## src/rtl/core/shn_ram.sv

```systemverilog
// ----------------------------------------------------------------------------
// shn_ram
// Generic single-write, single-read RAM with registered read data.
// ----------------------------------------------------------------------------
module shn_ram #(
  parameter int unsigned WIDTH = 8,
  parameter int unsigned DEPTH = 16
) (
  input  logic                     clk_i,
  input  logic                     we_i,
  input  logic [$clog2(DEPTH)-1:0] waddr_i,
  input  logic [WIDTH-1:0]         wdata_i,
  input  logic                     re_i,
  input  logic [$clog2(DEPTH)-1:0] raddr_i,
  output logic [WIDTH-1:0]         rdata_o
);

  logic [WIDTH-1:0] mem_q [DEPTH];
  logic [WIDTH-1:0] rdata_q;

  always_ff @(posedge clk_i) begin
    if (we_i) begin
      mem_q[waddr_i] <= wdata_i;
    end
    if (re_i) begin
      rdata_q <= mem_q[raddr_i];
    end
  end

  assign rdata_o = rdata_q;

endmodule

```

## config.mk

```make
export PLATFORM = sky130hd
export DESIGN_NAME = shn_ram
export DESIGN_NICKNAME = d
export VERILOG_FILES = /design/src/rtl/core/shn_ram.sv
export SDC_FILE = /design/constraint.sdc
export NUM_CORES = 1
export LEC_CHECK = 0
export BUFFER_PORTS_ARGS = -buffer_cell sky130_fd_sc_hd__buf_2
export CAP_MARGIN = 20
export CORE_AREA = 4 4 104 106
export CTS_CLUSTER_DIAMETER = 80
export DETAILED_ROUTE_END_ITERATION = 8
export DIE_AREA = 0 0 108 110
export PLACE_DENSITY_LB_ADDON = 0.3
export SETUP_SLACK_MARGIN = 0.1
export SLEW_MARGIN = 30
export SYNTH_ARGS = -nofsm -noshare
export SYNTH_HDL_FRONTEND = slang
export SYNTH_SLANG_ARGS = --single-unit
```

## constraint.sdc

```tcl
create_clock -name clk_i -period 1.6 [get_ports clk_i]
set_input_delay 0.24 -clock clk_i [delete_from_list [all_inputs] [get_ports clk_i]]
set_output_delay 0.24 -clock clk_i [all_outputs]
set_load 0.02 [all_outputs]
```

== Yosys cells after proc, flatten, opt, wreduce, memory -nomap -nowiden ==
Memories as Yosys holds them, arrays and structs flattened. A register that Yosys moved wholly into a read port is not among the register bits.
Cells that the tools add are included.
Operators by class
  add/subtract/negate cells: 0
  multiply operators: 0
  div/mod/pow operators: 0
  magnitude comparators: 0
  equality and inequality tests: 0
  shift-type cells: 0
  muxes and demuxes: 2
  bitwise gates (word level): 0
  reductions and logical operators: 0
Operators by type and width (number)
  1-bit 2-to-1 mux: 2
Storage, ports and cells
  register bits: 0
  bits in latches: 0
  bits in writable memories: 128
  memory bits (read-only): 0
  bits of input ports: 19
  output and inout bits: 8
  word-level logic and storage cells: 3
  memories: 1
Memories
  mem_q: words 16, width 8, rd ports 1, clocked after Yosys merged registers in 1, wr ports 1, line 18  | logic [WIDTH-1:0] mem_q [DEPTH];

== Longest topological paths before layout ==
Gate-level depths: netlist of the first run.
  word-level depth: 2
  mapped depth: 5
  mapped depth without buffers: 3

== Worst setup path after synthesis of the first run ==
OpenSTA, ideal clock, no wires.
  path type: input -> register
  from: input port waddr_i[2]
  to: memory mem_q[0][0] (enable)
  arrival time: 1350 ps
  required time: 1217 ps
  setup slack: -133 ps
  cell stages on the path: 2
  cell sequence: or3b_2 > nor3_1
RTL lines
  from (decl): line 11  | input logic [$clog2(DEPTH)-1:0] waddr_i,
  to (decl): line 18
No word-level cell before the write port.

==> metrics.txt, run 1 <==
Design Area, Final=0.00623 mm2; FP Rows=36; top-area cell type share of the netlist area=78.1%; Synth Instances=229; VDD IR max=0.616 mV; clock skew=7.96 ps; synthesized area=0.00523 mm2; f_max=0.690 GHz; placed inst area=0.00573 mm2; via count=2510; Inserted Diodes=0; wire per inst=23.2 um; post-CTS setup buffers=0; sequential share of the synthesized area=78.1%; RSZ-0062 raised after global routing=no; H-tree depth=4; number of global-route vias before repair=2606; Setup Viol. Count Final=0; First-pass DRT Iterations=5; mux share of post-synthesis cell area=14.8%; power density over the cells=1240 mW/mm2; placed wire-length estimate=6350 um; CTS tree=done; fraction of layout cells with a size suffix above 1=35.0%; vias per cell=5.76; global-route wire length before repair=15800 um; max-slew violation count=0; Setup crit start kind=flop; outcome=finished clean; I/O pin count=27; Syn Nets=248; Nets=314; 1st-iter DRT viols=165; Port Buf Inserts=26; max-cap viol count=0; #FFs+latches synth=136; Residual DRC=0; Final Hold Viols=0; clk_lat worst skew=520 ps; complex-gate fraction of the synthesized area=2.30%; Starting Density=53.5%; synth-to-layout area growth=19.2%; CP Max Fanout=1; die width=108 um; Crit. End Element=flop; CTS root buf=clkbuf_8; chip height=110 um; Synth cell types=18; DRT Wirelength=10100 um; clock-pin slew on the worst setup and hold paths=50 ps; Worst EP required=1850 ps; P_leak=2.13 nW; largest net degree at the start of global routing=25; Synth Area in Simple Gates=3.14%; WHS=89.1 ps; min Tclk post-route=1450 ps; largest family of logic cells by synthesized area=multiplexers; Detail Route Antenna Nets=0; top cells by area, synth=edfxtp_1, mux4_2, mux4_1; FILL cells=661; Core Region=0.00977 mm2; Worst Max-Slew Pin Slew=1030 ps; XOR/XNOR share of the synthesized area=0%; Slew HR=31.2%; Critical Path AT=1700 ps; grt total ovfl=0; post-synthesis adder-cell area fraction=0%; Synth area leader=edfxtp_1; Hold WC Path Type=in2reg; CTS Sinks=136; total track usage=19.4%; Setup Crit Path Kind=reg2reg; Syn. warnings=0; deepest clock path buffer count=2; CTS Buf Count=17; Post-Syn Area per Cell=22.8 um2; Tcrit/Tclk final=90.6%; antenna violations before repair=0; GPL Wtd Cong=0.754; Post-CTS Hold Fix Bufs=0; Die ar.=0.0119 mm2
## power by group
part / internal (mW) / switching (mW) / leakage (nW)
combinational: 0.179 / 0.237 / 0.653
sequential: 4.02 / 0.0181 / 1.24
clock: 1.99 / 1.26 / 0.243
total: 6.18 / 1.52 / 2.13
## registers in the layout, indices dropped and copies added (netlist names)
register and cells:
mem_q 128, rdata_o 8
## repair_timing
item / CTS / global route
setup endpoints to repair: 1 / 6
resized for setup: 1 / 5
cloned: 0 / 0
pin swaps: 0 / 1
## worst max-delay path: stages (launching register included)
cell,delay (ps)
edfxtp_1,370
mux4_2,480
a22oi_2,220
nand2_1,120
## cell families after synthesis
group,count (synthesis)
flops,136
compound gates,16
mux,32
buf+inv,10
simple gates,35
## placed cells by master (no fill, tap or decap), types with 3 or more instances in the layout
master	instances
edfxtp_1	136
buf_4	27
buf_2	26
mux4_2	19
clkbuf_16	16
nor2_1	13
mux4_1	13
a22oi_1	11
nand2_1	9
a22oi_2	5
clkinv_2	5
buf_12	4
nor3_1	3
clkbuf_1	3
## cells in the mapped netlist
cell and count:
edfxtp_1 136, mux4_2 18, a22oi_1 16, mux4_1 14, nor2_1 13, nand2_1 9, nor3_1 4, buf_2 3
buf_6 3, clkdlybuf4s25_2 3, nand2b_1 2, nand3b_1 2, and2_1 1, and2b_1 1, buf_4 1, nand3_1 1
nor2b_1 1, or3b_2 1
## stage by stage
step	std cells	power [mW]	setup WS [ps]	util [%]	TNS, ps
finish	436	7.70	151	63.7	0
global route	436	7.97	94.2	63.7	0
CTS	436	7.77	100	63.6	0
detailed placement	409	4.52	-193	58.6	-1250
global placement	409	4.50	-181	58.6	-1100
floorplan	229	4.33	84.0	-	0
## metal layers
layer / vias to the layer above / track usage [%] / wire length, um
li1: 1108 / - / -
met1: 1293 / 27.2 / 4290
met2: 101 / 28.7 / 4980
met3: 8 / 5.88 / 704
met4: 0 / 8.57 / 123
met5: - / 0 / 0
## worst paths after layout
check	from	to	slack (ps)	cells past startpoint
hold reg to reg	mem_q[14][5]	rdata_o[5]	740	3
setup reg to reg	mem_q[3][6]	rdata_o[6]	150	3
hold / removal	re_i	rdata_o[5]	90	1
setup / recovery	mem_q[3][6]	rdata_o[6]	150	3
## layout make-up
class / count / area (um2) / share of cell area (%)
sequential: 136 / 4080 / 65.5
multi-input combinational: 83 / 1080 / 17.4
clock buffer: 20 / 425 / 6.83
timing repair buffer: 57 / 413 / 6.63
tap: 133 / 166 / 2.67
clock inverter: 7 / 58.8 / 0.944
No activity file was read; power rests on OpenSTA's default activity.
==> run 2: changes to the inputs <==
--- a/config.mk
+++ b/config.mk
@@ -8,8 +8,8 @@
 export BUFFER_PORTS_ARGS = -buffer_cell sky130_fd_sc_hd__buf_2
 export CAP_MARGIN = 20
-export CORE_AREA = 4 4 104 106
+export CORE_AREA = 2 2 102 104
 export CTS_CLUSTER_DIAMETER = 80
 export DETAILED_ROUTE_END_ITERATION = 8
-export DIE_AREA = 0 0 108 110
+export DIE_AREA = 0 0 104 106
 export PLACE_DENSITY_LB_ADDON = 0.3
 export SETUP_SLACK_MARGIN = 0.1
==> constraint.sdc (replaced) <==
create_clock -name clk_i -period 1.6 [get_ports clk_i]
set_input_delay 0.24 -clock clk_i [delete_from_list [all_inputs] [get_ports clk_i]]
set_output_delay 0.24 -clock clk_i [all_outputs]
set_load 0.05 [all_outputs]
==> run 2 against run 1 <==
Effect of this change:
- total power increased by 5.2%
- via count decreased by 0.24%
- combinational power increased by 6.7%
- highest routed layer unchanged
- register-to-register slack got worse by 20 ps
- maximum frequency decreased by 1.1%
- wire length decreased by 1.6%
- critical path type unchanged
- critical endpoint is now rdata_o[1]
- global-route usage increased by 0.47 points
- worst hold slack improved by 13 ps
- sequential share of layout area decreased by 0.26 points
- clock-buffer cell count decreased by 1
- non-clock buffer count decreased by 5
- utilization decreased by 1.2 points
==> metrics.txt, run 2 (synthesized netlist as in run 1, its figures left out) <==
outcome=finished clean (unchanged); CTS Buf Count=17 (unchanged); Largest Register=mem_q (unchanged); Layout Utilization=62.6% (was 63.7%); power density over the cells=1290 mW/mm2 (was 1240 mW/mm2); max FFs per register=128 (unchanged); TNS Setup=0 ps (unchanged); met1 Use GR=27.3% (was 27.2%); Slew HR=41.8% (was 31.2%); CTS root buf=clkbuf_8 (unchanged); Starting Density=52.3% (was 53.5%); most common cell after layout, fill and taps aside=edfxtp_1 (unchanged); register area=0.00408 mm2 (unchanged); Die ar.=0.0110 mm2 (was 0.0119 mm2); Critical Path AT=1730 ps (was 1700 ps); FP Rows=37 (was 36); Critical Path, Cell by Cell=mux4_1 -> a22oi_2 -> nand2_1 (was mux4_2 -> a22oi_2 -> nand2_1); area of the multi-input gates=0.00108 mm2 (about the same); Core Region=0.0100 mm2 (was 0.00977 mm2); P_leak=2.14 nW (was 2.13 nW); largest net degree at the start of global routing=23 (was 25); grt peak-use layer=met2 (unchanged); CTS Sinks=136 (unchanged); FILL cells=704 (was 661); max-slew violation count=0 (unchanged); total track usage=19.9% (was 19.4%); H-tree depth=4 (unchanged); synth-to-layout area growth=19.7% (was 19.2%); max-cap viol count=0 (unchanged); Tcrit/Tclk final=91.6% (was 90.6%); Setup crit start kind=flop (unchanged); CTS tree=done (unchanged); Nets=309 (was 314); clock skew=5.73 ps (was 7.96 ps); Reg2Reg Setup Slack=130 ps (was 150 ps); M2 GR Usage=30.6% (was 28.7%); DRT Wirelength=9940 um (was 10100 um); Final Hold Viols=0 (unchanged); GPL Wtd Cong=0.722 (was 0.754); Worst Max-Slew Pin Slew=869 ps (was 1030 ps); grt total ovfl=0 (unchanged); Hold WC Path Type=in2reg (unchanged); deepest clock path buffer count=2 (unchanged); Worst EP required=1860 ps (was 1850 ps); f_max=0.682 GHz (was 0.690 GHz); CP Max Fanout=1 (unchanged); antenna violations before repair=0 (unchanged); min Tclk post-route=1470 ps (was 1450 ps); chip height=106 um (was 110 um); power after layout=8.10 mW (was 7.70 mW); CP top delay family=multiplexers (unchanged); clk_lat worst skew=520 ps (about the same); global-route wire length before repair=15300 um (was 15800 um); Largest stage delay, worst path=530 ps (was 480 ps); Post-CTS Hold Fix Bufs=0 (unchanged); First-pass DRT Iterations=4 (was 5); slowest CP cell=mux4_1 (was mux4_2); via count=2504 (was 2510); WHS=102 ps (was 89.1 ps); 1st-iter DRT viols=201 (was 165); I/O pin count=27 (unchanged); wire per inst=22.6 um (was 23.2 um); most frequent cells in the layout=edfxtp_1, buf_2, buf_4 (was edfxtp_1, buf_4, buf_2); Setup Crit Path Kind=reg2reg (unchanged); met3 usage=5.03% (was 5.88%); Residual DRC=0 (unchanged); Crit. End Element=flop (unchanged); VDD IR max=0.666 mV (was 0.616 mV); Setup Viol. Count Final=0 (unchanged); Detail Route Antenna Nets=0 (unchanged); RSZ-0062 raised after global routing=yes (was no); die width=104 um (was 108 um); Inserted Diodes=0 (unchanged); post-CTS setup buffers=0 (unchanged); clock-pin slew on the worst setup and hold paths=60 ps (was 50 ps); Port Buf Inserts=26 (unchanged); number of global-route vias before repair=2556 (was 2606); vias per cell=5.70 (was 5.76); worst path bufs/invs=0 (unchanged); fraction of layout cells with a size suffix above 1=33.7% (was 35.0%); placed wire-length estimate=6360 um (was 6350 um)
==> run 2: layout make-up <==
type | count | area share (%)
Clock buffer | 19 | 6.74
Clock inverter | 13 | 2.16
Multi-Input combinational cell | 83 | 17.3
Sequential cell | 136 | 65.3
Tap cell | 136 | 2.72
Timing Repair Buffer | 52 | 5.80
==> run 2: worst register-to-register path, cell delays in order, from the launching register on <==
cell and delay (ps):
edfxtp_1 370, mux4_1 530, a22oi_2 240, nand2_1 70
==> run 2: worst paths after layout <==
kind               start          end  depth (start not counted)
max          mem_q[1][1]   rdata_o[1]                          3
min           wdata_i[5]  mem_q[5][5]                          1
max reg2reg  mem_q[1][1]   rdata_o[1]                          3
min reg2reg  mem_q[8][1]   rdata_o[1]                          3
==> run 2: through the flow <==
stage / instances / worst slack, ps / cell area [um2]
after floorplan: 229 / 84.0 / 5240
after global placement: 407 / -257 / 5680
after detailed placement: 407 / -254 / 5680
after CTS: 439 / 123 / 6250
after global routing: 439 / 92.7 / 6260
final: 439 / 135 / 6260
==> run 2: repair_timing <==
action,CTS,global route
gates resized for setup,2,2
endpoints found under the setup margin,2,3
endpoints found under the hold margin,0,0
==> run 2: routing by layer <==
metal  up-vias  share of wire [%]
met5         -                  0
met4         0                2.1
met3        17                6.0
met2       101                 49
met1      1278                 43
li1       1108                  -
==> run 2: where the power goes <==
part	internal, mW	total, mW	switching (mW)
combinational	0.171	0.444	0.273
sequential	4.02	4.04	0.0223
clock	2.33	3.62	1.29
==> run 3: changes to the inputs <==
Settings changed: CTS_BUF_LIST from default to sky130_fd_sc_hd__clkbuf_16.
==> run 3 against run 2 <==
Effect of this change:
- maximum frequency fell by 0.27%
- sequential power is essentially flat
- sequential share of layout area decreased by 0.12 points
- clock-buffer cell count down 2
- global-route usage is essentially flat
- final cell count unchanged
- via count is 0.44% lower
- sequential cell count stayed put
- worst setup slack got worse by 4.0 ps
- clock skew hardly changed
- critical path type unchanged
- critical endpoint unchanged
==> metrics.txt, run 3 (synthesized netlist as in run 1, its figures left out) <==
Hold WC Path Type=in2reg (unchanged); deepest clock path buffer count=2 (unchanged); number of global-route vias before repair=2560 (was 2556); Final Hold Viols=0 (unchanged); Die ar.=0.0110 mm2 (unchanged); CTS root buf=clkbuf_16 (was clkbuf_8); Largest Register=mem_q (unchanged); Setup crit start kind=flop (unchanged); Detail Route Antenna Nets=0 (unchanged); DRT Wirelength=9880 um (was 9940 um); global-route wire length before repair=15300 um (about the same); placed inst area=0.00568 mm2 (unchanged); P_leak=2.15 nW (was 2.14 nW); GPL Wtd Cong=0.722 (unchanged); antenna violations before repair=0 (unchanged); Worst EP required=1760 ps (was 1860 ps); Tcrit/Tclk final=91.8% (was 91.6%); CTS Sinks=136 (unchanged); max-cap viol count=0 (unchanged); First-pass DRT Iterations=5 (was 4); hold worst-path end=mem_q[5][3] (was mem_q[5][5]); outcome=finished clean (unchanged); via count=2493 (was 2504); Residual DRC=0 (unchanged); Post-CTS Hold Fix Bufs=0 (unchanged); Largest stage delay, worst path=530 ps (about the same); met1 Use GR=27.3% (about the same); Starting Density=52.3% (unchanged); Design Area, Final=0.00627 mm2 (was 0.00626 mm2); synth-to-layout area growth=19.9% (was 19.7%); CTS tree=done (unchanged); CP top delay family=multiplexers (unchanged); FP Rows=37 (unchanged); slowest CP cell=mux4_1 (unchanged); wire per inst=22.5 um (was 22.6 um); max FFs per register=128 (unchanged); Hold Crit Start=wdata_i[3] (was wdata_i[5]); max-slew violation count=0 (unchanged); Port Buf Inserts=26 (unchanged); Final WS setup=131 ps (was 135 ps); met3 usage=4.84% (was 5.03%); Setup Crit Path Kind=reg2reg (unchanged); Critical Path AT=1630 ps (was 1730 ps); M2 GR Usage=30.6% (about the same); power density over the cells=1300 mW/mm2 (was 1290 mW/mm2); Inserted Diodes=0 (unchanged); chip height=106 um (unchanged); grt total ovfl=0 (unchanged); die width=104 um (unchanged); I/O pin count=27 (unchanged); 1st-iter DRT viols=216 (was 201); largest net degree at the start of global routing=23 (unchanged); clock skew=5.46 ps (was 5.73 ps); vias per cell=5.68 (was 5.70); worst path bufs/invs=0 (unchanged); worst r2r path cells=3 (unchanged); Reg2Reg Setup Slack=130 ps (about the same); Setup Viol. Count Final=0 (unchanged); min Tclk post-route=1470 ps (about the same); Slew HR=40.0% (was 41.8%); pre-CTS setup slack=-254 ps (unchanged); reg2reg start=mem_q[1][1] (unchanged); Core Region=0.0100 mm2 (unchanged); Hold Path Cell Cnt=1 (unchanged); clock-pin slew on the worst setup and hold paths=50 ps (was 60 ps); most common cell after layout, fill and taps aside=edfxtp_1 (unchanged); total track usage=19.9% (about the same); RSZ-0062 raised after global routing=yes (unchanged); most frequent cells in the layout=edfxtp_1, buf_2, buf_4 (unchanged); Critical Path, Cell by Cell=mux4_1 -> a22oi_2 -> nand2_1 (unchanged); RR Endpoint=rdata_o[1] (unchanged); placed wire-length estimate=6360 um (unchanged); Crit. End Element=flop (unchanged); grt peak-use layer=met2 (unchanged); Nets=309 (unchanged); clk_lat worst skew=410 ps (was 520 ps); f_max=0.681 GHz (was 0.682 GHz); fraction of layout cells with a size suffix above 1=33.7% (unchanged); H-tree depth=4 (unchanged); CP Max Fanout=1 (unchanged); Worst Max-Slew Pin Slew=897 ps (was 869 ps); CTS Buf Count=17 (unchanged); VDD IR max=0.767 mV (was 0.666 mV)
## run 3: cell types whose count changed in the layout (fill, tap and decap cells not counted), sizes merged
cell / previous run / this run
clkbuf: 19 / 17
inv: 0 / 2
## run 3: report_power, final
group          total [mW]  switching (mW)  internal, mW
Clock                3.68            1.29          2.39
Sequential           4.04          0.0221          4.02
Combinational       0.444           0.273         0.171
Total                8.17            1.59          6.58
## run 3: routing by layer
layer  share of wire, %  up-vias  wire length (um)
met5                  0        -                 0
met4                1.5        0               151
met3                7.2       13               713
met2                 49      106              4890
met1                 42     1266              4120
li1                   -     1108                 -
## run 3: worst max path at each step
| stage | slack, ps | depth (start not counted) | end | from |
|---|---|---|---|---|
| global placement | -260 | 5 | rdata_o[2] | raddr_i[0] |
| finish | 130 | 3 | rdata_o[1] | mem_q[1][1] |
| CTS | 120 | 3 | rdata_o[0] | mem_q[1][0] |
| global route | 90 | 3 | rdata_o[5] | mem_q[1][5] |
| detailed placement | -250 | 5 | rdata_o[2] | raddr_i[0] |
| floorplan | 80 | 5 | rdata_o[1] | raddr_i[0] |
## run 3: worst reg2reg max path: stages (launching register included)
cell	delay (ps)
edfxtp_1	370
mux4_1	530
a22oi_2	250
nand2_1	70
## run 3: area by class of cell
| class | instances | area, um2 |
|---|---|---|
| clock buffers | 17 | 425 |
| flip-flops and latches | 136 | 4080 |
| repair buffers | 52 | 363 |
| fillers | 702 | 3730 |
| multi-input cells | 83 | 1080 |
| well taps | 136 | 170 |
| clock inverters | 15 | 143 |
## run 3: through the flow
stage	total power [mW]	cells	utilization, %	setup TNS [ps]	hold slack (ps)
3_3_place_gp	4.54	407	56.8	-1560	620
2_1_floorplan	4.37	229	-	0	339
3_5_place_dp	4.55	407	56.8	-1670	631
5_1_grt	8.39	439	62.7	0	218
6_report	8.17	439	62.7	0	210
4_1_cts	8.23	439	62.6	0	199
## run 3: repair_timing
action	4_1_cts	5_1_grt
endpoints found under the setup margin	2	3
endpoints found under the hold margin	0	0
setup buffers	0	0
resized for setup	2	2
